$ cat src/mef_pkg.sv
package mef_pkg;

	localparam int DATA_W        = 32;
	localparam int COUNT_OUT_W   = 9;
	localparam int M_TDATA_W     = 48;
	localparam int MAX_ITEMS_DEF = 256;

	typedef struct packed {
		logic signed [DATA_W-1:0] value;
		logic                     store;
		logic                     last;
	} beat_t;

	typedef enum logic [5:0] {
		ST_LOAD   = 6'b000001,
		ST_OFETCH = 6'b000010,
		ST_OWAIT  = 6'b000100,
		ST_SCAN   = 6'b001000,
		ST_DRAIN  = 6'b010000,
		ST_EMIT   = 6'b100000
	} back_state_t;

endpackage

$ cat src/mef_front.sv
module mef_front #(
	parameter int MAX_ITEMS = mef_pkg::MAX_ITEMS_DEF
) (
	input  logic                                clk,
	input  logic                                arst_n,
	input  logic                                s_tvalid,
	output logic                                s_tready,
	input  logic signed [mef_pkg::DATA_W-1:0]   s_tdata,
	input  logic                                s_tlast,
	output logic                                push_valid,
	output mef_pkg::beat_t                      push_beat,
	input  logic                                push_ready
);
	import mef_pkg::*;

	localparam int CW = $clog2(MAX_ITEMS + 1);

	logic [CW-1:0] fill_q;
	logic          room;

	// a beat past the store size is tagged for dropping
	assign room       = fill_q < CW'(MAX_ITEMS);
	assign push_valid = s_tvalid;
	assign s_tready   = push_ready;

	always_comb begin
		push_beat.value = s_tdata;
		push_beat.store = room;
		push_beat.last  = s_tlast;
	end

	always_ff @(posedge clk or negedge arst_n) begin
		if (!arst_n) begin
			fill_q <= '0;
		end else if (s_tvalid && push_ready) begin
			if (s_tlast) begin
				fill_q <= '0;
			end else if (room) begin
				fill_q <= fill_q + CW'(1);
			end
		end
	end

endmodule

$ cat config.mk
export PLATFORM = sky130hd
export DESIGN_NAME = mef_front
export DESIGN_NICKNAME = d
export VERILOG_FILES = /design/src/mef_pkg.sv /design/src/mef_front.sv
export SDC_FILE = /design/constraint.sdc
export NUM_CORES = 1
export LEC_CHECK = 0
export BUFFER_PORTS_ARGS = -buffer_cell sky130_fd_sc_hd__buf_2
export CORE_MARGIN = 5
export CORE_UTILIZATION = 39
export DETAILED_ROUTE_END_ITERATION = 8
export PLACE_DENSITY = 0.89
export SLEW_MARGIN = 0
export SYNTH_ARGS = -nofsm -noshare
export SYNTH_HDL_FRONTEND = slang
export SYNTH_SLANG_ARGS = --single-unit
export TNS_END_PERCENT = 100
$ cat constraint.sdc
create_clock -name clk -period 2.5 [get_ports clk]
set_input_delay 0.125 -clock clk [delete_from_list [all_inputs] [get_ports clk]]
set_output_delay 0.125 -clock clk [all_outputs]
set_load 0.01 [all_outputs]
### Word-level counts from Yosys, hierarchy flattened

Index checks and enable logic that the tools add are counted.

| word-level totals | value |
|---|---|
| input port bits | 37 |
| word-level logic and storage cells | 8 |
| output and inout port bits | 36 |
| register bits | 9 |

| operators by class | value |
|---|---|
| multiplexer cells | 2 |
| magnitude comparators | 1 |
| $add $sub $neg | 1 |
| reduce and logical (&&, ||, !) cells | 3 |

Operators with widths:

| operator | number |
|---|---|
| $mux 9 | 2 |
| $add 9x1->9 const B | 1 |
| $lt 9x9->1 const B | 1 |
| $reduce_and 2->1 | 1 |
| $reduce_bool 2->1 | 1 |
| $logic_and 1x1->1 | 1 |

### Longest topological paths before layout

| logic depth | value |
|---|---|
| depth after elaboration | 3 |
| mapped depth | 4 |

### Worst setup path after synthesis

Ideal clock, no wire load.

| path | value |
|---|---|
| path kind | flip-flop to flip-flop |
| start point | reg fill_q[8] |
| end point | reg fill_q[4] |
| arrival | 1.222 ns |
| cell stages (with the launch flop) | 5 |
| path buffers | 1 |
| path slack | 1.200 ns |
| path through | dfrtp_1 nor2b_1 buf_6 or4_1 a21oi_1 |

| between the ends | value |
|---|---|
| longest elaborated chain between the ends | 3 |

Ends and longest elaborated chain:

| what | line | RTL |
|---|---|---|
| start, declared | mef_front.sv:18 | `logic [CW-1:0] fill_q;` |
| start signal, assigned | mef_front.sv:39 | `fill_q <= fill_q + CW'(1);` |
| $lt 9x9->1 | mef_front.sv:22 | `assign room = fill_q < CW'(MAX_ITEMS);` |
| $reduce_bool 2->1 (no source line) | -- |  |
| $reduce_and 2->1 (no source line) | -- |  |

Every way passes these cells.
A chain may end at the register's enable or synchronous reset.

### Final worst setup path

| path | value |
|---|---|
| start point | reg fill_q[8] |
| end point | reg fill_q[7] |

The elaborated chain is that of the path after synthesis.

==> flow_summary.toml <==
[synth]
synthTopCellsByCount = "buf_4 (36), dfrtp_1 (9), nand2_1 (7)"
synth.top_cell.area_share_pct = 35.1
synth_most_common_cell = "buf_4"
synth.avg_cell_area_um2 = 8.55
yosys-top-cells-area = "buf_4 (35%), dfrtp_1 (29%), mux2i_1 (3.9%)"
seq_area_frac_synth_pct = 29.3
mappedNetlistArea_um2 = 769
synth.distinct_cells = 20
synth-edff-count = 0
synthMuxAreaShare_pct = 3.90
yosys_register_bits = 9
ys_async_sr_fraction_pct = 100
synth_top_family_by_area = "buffers and inverters"
synth_top_area_cell = "buf_4"
synthAdderAreaFrac_pct = 1.63
ys.flop_type = "dfrtp_1"
synth_fp_nets = 128
synth_simple_gate_area_share_pct = 18.7
yosysWarningCount = 0
synthXorXnorAreaFrac_pct = 0
synth_compound_area_share_pct = 7.97
syn_inst = 90

[cts]
post-cts-setup-buffer-count = 0
cts_sinks = 9
clk_pin_slew_worst_paths_ns = 0.06
clockBufferDepth = 2
clock_latency_ns = 0.26
h-tree-depth = 1
cts-root-buf = "clkbuf_4"
cts-hold-fix-buffers = 1
cts_tree = "yes"
cts_resized = 0
numCtsBuffers = 3

[layout]
syn_to_final_growth_pct = -22.8
register_area_um2 = 225
drive_above_1_share_pct = 16.9
diodes = 0
multiInputGateArea_um2 = 248
fillers = 217
largest_register_ffs = 9
nets = 104
fin_area_um2 = 594
top_register = "fill_q"
top_regs = "fill_q x9"

[setup_path]
rr_startpoint = "fill_q[8]$_DFFE_PN0P_"
path_cells = "nor2b_1 -> nor4_1 -> mux2i_1"
cpPeakStageDelay_ns = 0.44
worstSetupPathType = "register to register"
worstSetupPathDepth = 3
crit_required_ns = 2.68
crit_fanout = 11
slowest_stage = "nor4_1"
worst-path-buf-inv = 0
rr_endpoint = "fill_q[7]$_DFFE_PN0P_"
crit_path_start_kind = "register"
cp.arrival_ns = 1.56
reg2reg_slack_ns = 1.13
cp-end-kind = "register"
rr_worst_depth = 3
crit_family = "simple AND/OR/NAND/NOR gates"

[route]
ant_nets = 0
vias = 456
routedWlPerCell_um = 13.0
vias_per_cell = 4.96
wirelength_um = 1200
route.detailed.drc = 0
drt_iter0_drc = 6
dr.pass1.iters = 4

[timing]
slew_headroom_pct = 62.1
fin_skew_ns = 0.00318
rsz0062_at_grt = "false"
hold_ws_ns = 0.131
worst_slew_pin_slew_ns = 0.567
period_minus_slack_ns = 1.37
max_freq_mhz = 728
hold_viol_final = 0
slew_viol_final = 0
fin_crit_sh_pct = 54.9
setup_viol = 0
tns_ns = 0

[min_path]
worstHoldStart = "s_tlast"
worst_hold_path.endpoint = "fill_q[1]$_DFFE_PN0P_"
holdPathStages = 2
hold_path.class = "input port to register"

[floorplanning]
coreArea_um2 = 1920
die_w_um = 54.4
die-area_um2 = 2960
chipHeight_um = 54.4
rows = 16
io_pins = 73
initial_core_util_pct = 40.0

[global_route]
grt_pass1_wl_um = 1940
grt_max_degree = 14
antenna_found_initial = 0
grt-ovfl-total = 0
track_usage_pct = 8.92
grt_pass1_vias = 473

[run]
drv_cap = 0

[power]
swShare_pct = 26.6
p_per_area_nw_per_um2 = 534
p_comb_share_pct = 12.5
seqPwrFrac_pct = 51.8
intPower_uw = 233
ir_drop_mv = 0.342
p_clk_share_pct = 35.7
net-switching-power_uw = 84.3
p_leak_uw = 0.000248

[placed_design]
place_congestion = 0.788
placed_area_um2 = 558
portBuffers = 8

[status]
status = "finished, final reports clean"
==> power groups by stage <==
stage / registers [uW] / clock network [uW] / logic [uW]
2_1_floorplan: 164 / 0 / 78.7
3_3_place_gp: 166 / 0 / 35.0
3_5_place_dp: 167 / 0 / 38.8
4_1_cts: 164 / 117 / 40.4
5_1_grt: 166 / 126 / 45.4
6_report: 164 / 113 / 39.6
==> per-layer routing <==
metal  GRT usage (%)  vias to the layer above  wire length, um
met5               0                        -                0
met4            4.56                        0               17
met3            4.90                        3              174
met2            13.5                       21              516
met1            9.97                      206              492
li1                -                      226                -
==> cell families after synthesis <==
logic type	after synthesis
AND/OR/NAND/NOR	26
adder cells (fa/ha/maj)	1
buffers and inverters	41
flip-flops	9
AO/OA/AOI/OAI	10
multiplexers	3
==> layout by cell type, fill, tap and decap left out <==
cell           n
nand2b_1       3
o21ai_0        2
or4_1          4
nand2_1        7
nor2b_1        1
and3_1         1
dlygate4sd3_1  1
a21oi_1        4
clkbuf_4       3
nor4_1         3
dfrtp_1        9
ha_1           1
o41ai_1        1
or3_1          1
buf_2          8
inv_1          3
o31ai_1        3
nand4_1        1
nand3_1        5
clkbuf_1       1
mux2i_1        3
==> per-stage QoR <==
step / total power [uW] / setup slack [ns] / util, % / cells
floorplan: 243 / 1.20 / - / 90
global placement: 201 / 1.20 / 29.0 / 87
detailed placement: 205 / 1.15 / 29.0 / 87
CTS: 322 / 1.14 / 30.9 / 92
global route: 338 / 1.01 / 30.9 / 92
finish: 317 / 1.13 / 30.9 / 92
==> worst max-delay path by stage <==
stage	from	end	slack (ns)
after floorplan	fill_q[8]$_DFFE_PN0P_	fill_q[4]$_DFFE_PN0P_	1.20
final	fill_q[8]$_DFFE_PN0P_	fill_q[7]$_DFFE_PN0P_	1.13
after global placement	fill_q[0]$_DFFE_PN0P_	fill_q[6]$_DFFE_PN0P_	1.20
after detailed placement	fill_q[8]$_DFFE_PN0P_	fill_q[7]$_DFFE_PN0P_	1.15
after global routing	fill_q[0]$_DFFE_PN0P_	fill_q[4]$_DFFE_PN0P_	1.01
after CTS	fill_q[8]$_DFFE_PN0P_	fill_q[7]$_DFFE_PN0P_	1.14
==> area by class of cell <==
class / instances / area share, %
tap: 27 / 5.68
inverter: 3 / 1.89
multi-input combinational: 40 / 41.7
timing repair buffer: 9 / 8.42
sequential: 9 / 37.9
clock buffer: 4 / 4.42
Note: power is estimated with default switching activity, not from simulation.
