===== config.mk =====
export PLATFORM = sky130hd
export DESIGN_NAME = mef_queue
export DESIGN_NICKNAME = d
export VERILOG_FILES = /design/src/mef_pkg.sv /design/src/mef_queue.sv
export SDC_FILE = /design/constraint.sdc
export NUM_CORES = 1
export LEC_CHECK = 0
export BUFFER_PORTS_ARGS = -buffer_cell sky130_fd_sc_hd__buf_2
export CORE_MARGIN = 5
export CORE_UTILIZATION = 55
export CTS_BUF_LIST = sky130_fd_sc_hd__clkbuf_16
export DETAILED_ROUTE_END_ITERATION = 16
export PLACE_DENSITY = 0.83
export SLEW_MARGIN = 20
export SYNTH_ARGS = -nofsm -noshare
export SYNTH_HDL_FRONTEND = slang
export SYNTH_SLANG_ARGS = --single-unit

===== constraint.sdc =====
create_clock -name clk -period 5.4 [get_ports clk]
set_input_delay 0 -clock clk [delete_from_list [all_inputs] [get_ports clk]]
set_output_delay 0 -clock clk [all_outputs]
set_load 0.01 [all_outputs]

===== src/mef_pkg.sv =====
package mef_pkg;

	localparam int DATA_W        = 32;
	localparam int COUNT_OUT_W   = 9;
	localparam int M_TDATA_W     = 48;
	localparam int MAX_ITEMS_DEF = 256;

	typedef struct packed {
		logic signed [DATA_W-1:0] value;
		logic                     store;
		logic                     last;
	} beat_t;

	typedef enum logic [5:0] {
		ST_LOAD   = 6'b000001,
		ST_OFETCH = 6'b000010,
		ST_OWAIT  = 6'b000100,
		ST_SCAN   = 6'b001000,
		ST_DRAIN  = 6'b010000,
		ST_EMIT   = 6'b100000
	} back_state_t;

endpackage


===== src/mef_queue.sv =====
module mef_queue (
	input  logic           clk,
	input  logic           arst_n,
	input  logic           in_valid,
	input  mef_pkg::beat_t in_beat,
	output logic           in_ready,
	output logic           out_valid,
	output mef_pkg::beat_t out_beat,
	input  logic           out_ready
);
	import mef_pkg::*;

	beat_t      slot_q [2];
	logic       wr_ptr_q;
	logic       rd_ptr_q;
	logic [1:0] level_q;
	logic       push;
	logic       pop;

	assign in_ready  = level_q != 2'd2;
	assign out_valid = level_q != 2'd0;
	assign out_beat  = slot_q[rd_ptr_q];
	assign push      = in_valid && in_ready;
	assign pop       = out_valid && out_ready;

	always_ff @(posedge clk) begin
		if (push) begin
			slot_q[wr_ptr_q] <= in_beat;
		end
	end

	always_ff @(posedge clk or negedge arst_n) begin
		if (!arst_n) begin
			wr_ptr_q <= 1'b0;
			rd_ptr_q <= 1'b0;
			level_q  <= 2'd0;
		end else begin
			if (push) begin
				wr_ptr_q <= ~wr_ptr_q;
			end
			if (pop) begin
				rd_ptr_q <= ~rd_ptr_q;
			end
			if (push && !pop) begin
				level_q <= level_q + 2'd1;
			end else if (pop && !push) begin
				level_q <= level_q - 2'd1;
			end
		end
	end

endmodule


# Yosys cells after proc, flatten, opt, wreduce, memory -nomap -nowiden
# Memory sizes are Yosys's and may differ from the RTL's.
# Index checks and enable logic that the tools add are counted.
# totals
reg_bits	4
latchBits	0
mem_bits_rw	68
mem_bits_ro	0
input_bits	38
output_inout_bits	36
wordCells	21
n_memories	1
# classes
add_sub_neg	2
mul	0
div	0
magnitude_cmp	0
eq_ne	1
shift	0
muxes	4
n_bitwise	2
reduce_logical	8
# memory_table
name	words	width	rd	rd_clocked_by_memory_dff	wr	line_no	rtl
slot_q	2	34	1	0	1	mef_queue.sv:13	beat_t slot_q [2];
# ops
cell	n
logical AND 1 bit	4
two-way mux 2 bit	2
nonzero test 2 bit	2
adder 2 x 1 -> 2 bit (second input constant)	1
logical NOT 1 bit	2
two-way mux 1 bit	2
!= test 2 bit (second input constant)	1
NOT 1 bit	2
subtractor 2 x 1 -> 2 bit (second input constant)	1

# Longest topological paths before layout
# logic_depth
depth_word	6
ltp_mapped	7
depth_no_buf	7

# Worst setup path after synthesis
# Ideal clock, no wire load.
# synth_path
kind	register -> register
start	register level_q[0]
end	memory slot_q[0][0] (netlist name), enable pin
setup_ns	0.425
arrival_time_ns	2.137
required_ns	4.975
path_slack_ns	2.838
stages_incl_launch_ff	4
n_path_buf	0
synth_period_minus_slack_ns	2.562
path_cell_list	dfrtp_1 nand2b_1 nand2_1 nor2_1
# synth_via
elab_chain_cells	4
# synth_lines
element	line_no	rtl
start, declared	mef_queue.sv:16	logic [1:0] level_q;
start signal, assigned	mef_queue.sv:45	level_q <= level_q + 2'd1;
start signal, assigned	mef_queue.sv:47	level_q <= level_q - 2'd1;
!= test 2 bit	mef_queue.sv:20	assign in_ready = level_q != 2'd2;
via in_ready	mef_queue.sv:6	output logic in_ready,
logical AND 1 bit	mef_queue.sv:23	assign push = in_valid && in_ready;
two-way mux 1 bit	mef_queue.sv:27	if (push) begin
two-way mux 1 bit (implied by the code)	mef_queue.sv:28	slot_q[wr_ptr_q] <= in_beat;
end, declared	mef_queue.sv:13	
# The timed path passes the listed nets, and every way through them passes these cells.

==> impl_metrics.csv <==
group,metric,value,unit
grt,antenna_found_initial,0,
clock_network,cts_tree,"built",
sta,max_freq,504.2,MHz
power_and_ir_drop,pwr-share-comb,27.2,%
place,gp_congestion,0.6709,
hold_path,hp-class,"in2reg",
worst_setup_path,rrSetupSlack,3.53,ns
hold_path,hold_start,"in_valid",
sta,min_period,1.983,ns
synthesis,synth.distinct_cells,15,
clock_network,clk_path_buf_depth,2,
worst_setup_path,critPathKind,"reg2out",
finish,final_cell_mix,"73 x buf_2, 68 x edfxtp_1, 37 x dlygate4sd3_1",
finish,num-nets-final,280,
worst_setup_path,cp.arrival,1.98,ns
sta,finalHoldViolCount,0,
clock_network,cts_htree_levels,3,
worst_setup_path,max_stage_delay,1.07,ns
worst_setup_path,r2r_cells,3,
worst_setup_path,cp_cell_sequence,"mux2_2 > buf_2",
finish,area_delta_synth_final,39.25,%
synthesis,syn_area,2799,um^2
grt,first_global_vias,1704,
place,place_ws,3.521,ns
grt,grt-ovfl-total,0,
sta,setup_viol,0,
worst_setup_path,critPathMaxFanout,35,
synthesis,ys_seq_elements,72,
synthesis,syn-instance-count,124,
worst_setup_path,startpoint_type,"flip-flop",
drt,avgViaCountPerCell,4.801,
hold_path,min_to,"wr_ptr_q$_DFFE_PN0P_",
finish,final_common_cell,"buf_2",
synthesis,synth_nets,163,
synthesis,syn_area_per_cell,22.57,um^2
sta,slew_violations,0,
floorplan,core-area,5010,um^2
place,dpl.hpwl,2781,um
clock_network,cts_root_buf,"clkbuf_16",
worst_setup_path,crit_start,"rd_ptr_q$_DFFE_PN0P_",
place,io_buffer_count,73,
finish,drive_above_1_share,50.41,%
finish,num_antenna_cells,0,
sta,slew-limit-headroom,28.88,%
sta,fin_ws,3.417,ns
worst_setup_path,cp_slowest_cell,"dfrtp_2",
floorplan,std_cell_rows,26,
drt,route.vias.total,1517,
worst_setup_path,worst_ep_required_time,5.40,ns
run,drv_cap,0,
sta,worst-slew-pin-transition,1.067,ns
floorplan,die_x,81.34,um
floorplan,dieArea,6615,um^2
grt,grt_pass1_wl,8259,um
finish,n_fill_cell,302,
floorplan,die_h,81.34,um
run_status,status,"finished, final reports clean",
worst_setup_path,r2r_end,"slot_q[0][13]$_DFFE_PP_",
sta,rsz0062_at_grt,"no",
clock_network,cts_sinks,72,
power_and_ir_drop,swShare,27.02,%
clock_network,numCtsBuffers,9,
worst_setup_path,timing.rr.start,"level_q[0]$_DFFE_PN0P_",
drt,wirelength,5284,um
drt,postRouteAntennaNets,0,
sta,post-route-period-util,36.73,%
drt,wl_per_cell,16.72,um
power_and_ir_drop,p_int,1.540,mW
sta,final.setup_skew,0.005269,ns
power_and_ir_drop,clkPwrFrac,31.2,%
worst_setup_path,end_kind,"output pin",
hold_path,whs_path_depth,3,
power_and_ir_drop,ir_drop,0.3528,mV
drt,drt-initial-drc-count,86,
grt,grt_max_degree,36,
sta,tns,0,ns
floorplan,ios,74,
power_and_ir_drop,seqPwrFrac,41.7,%
synthesis,ys_warn_count,0,
clock_network,path_clk_slew,0.06,ns
drt,remaining_drc_errors,0,
synthesis,yosysSeqAreaShare,76.53,%
grt,grt.total_usage,17.86,%
clock_network,clock_latency,0.32,ns
power_and_ir_drop,p_per_area,541.3,nW/um^2
drt,drt_first_pass_iters,4,
power_and_ir_drop,netSwitchingPower,0.5700,mW
floorplan,start_util,55.87,%
power_and_ir_drop,power.leakage,1.594,nW
[how the worst max path moves through the flow]
stage	end	slack (ns)	cells past startpoint
after floorplan	slot_q[0][0]$_DFFE_PP_	2.84	3
after global placement	slot_q[0][11]$_DFFE_PP_	3.61	3
after detailed placement	slot_q[0][11]$_DFFE_PP_	3.52	3
after CTS	out_beat[33]	3.42	2
after global routing	out_beat[27]	3.33	2
final	out_beat[33]	3.42	2
[sequential cells by signal, indices dropped and copies added (netlist names)]
| signal | count |
|---|---|
| level_q | 2 |
| wr_ptr_q | 1 |
| slot_q | 68 |
| rd_ptr_q | 1 |
[final cells by class]
class | count | area, um^2 | share of cell area, %
multi-input cells | 47 | 590.6 | 15.15
repair buffers | 110 | 735.7 | 18.88
clock inverters | 7 | 111.4 | 2.857
flip-flops and latches | 72 | 2143 | 54.99
well taps | 70 | 87.58 | 2.247
inverters | 1 | 3.754 | 0.09631
clock buffers | 9 | 225.2 | 5.778
[synth_stat cells (all sizes together)]
cell | n | area share [%]
edfxtp | 68 | 73
nand2 | 2 | 0.27
inv | 1 | 0.13
buf | 4 | 2.5
nor2 | 2 | 0.27
dfrtp | 4 | 3.6
xnor2 | 3 | 0.94
or2 | 1 | 0.22
mux2 | 34 | 18
nand2b | 1 | 0.22
and3 | 1 | 0.22
xor2 | 2 | 0.63
ha | 1 | 0.45
[per-stage QoR]
stage	utilization (%)	hold WS [ns]	cell area, um^2	total power, mW	instances
after floorplan	-	-0.2956	2799	1.287	124
after global placement	63.69	-0.1901	3191	1.418	263
after detailed placement	63.69	-0.1890	3191	1.433	263
after CTS	77.80	0.03995	3897	2.110	316
final	77.80	0.09048	3897	2.110	316
after global routing	77.80	0.1023	3897	2.216	316
[metal layers]
| metal | track usage, % | up-vias | wire, um |
|---|---|---|---|
| met4 | 6.588 | 0 | 55 |
| met3 | 8.204 | 6 | 438 |
| met1 | 19.79 | 736 | 2051 |
| li1 | - | 715 | - |
| met2 | 30.05 | 60 | 2739 |
| met5 | 0 | - | 0 |
[critical path: cells and delay by family, from the launching register on]
kind / cells / cell delay [ns]
DFF: 1 / 1.07
buffers and inverters: 1 / 0.14
muxes: 1 / 0.43
[power groups by stage]
| stage | Combinational, mW | Clock (mW) | Sequential [mW] |
|---|---|---|---|
| detailed placement | 0.547 | 0 | 0.886 |
| global placement | 0.540 | 0 | 0.877 |
| finish | 0.574 | 0.657 | 0.879 |
| global route | 0.617 | 0.703 | 0.896 |
| floorplan | 0.477 | 0 | 0.810 |
| CTS | 0.571 | 0.663 | 0.876 |
[cell families (layout without fill, tap and decap cells)]
kind of cell | count (synthesis) | after routing | synth area share [%]
XOR/XNOR | 5 | 5 | 1.565
adder cells (fa/ha/maj) | 1 | 1 | 0.4470
buffers and inverters | 5 | 127 | 2.682
flip-flops | 72 | 72 | 76.53
multiplexers | 34 | 34 | 17.57
AND/OR/NAND/NOR | 7 | 7 | 1.208
[what timing repair did]
action / 4_1_cts / 5_1_grt
buffers inserted: 0 / 0
hold buffers: 37 / 0
setup endpoints to repair: 0 / 0
resized for setup: 0 / 0
endpoints found under the hold margin: 73 / 0
No activity file was read; power rests on OpenSTA's default activity.
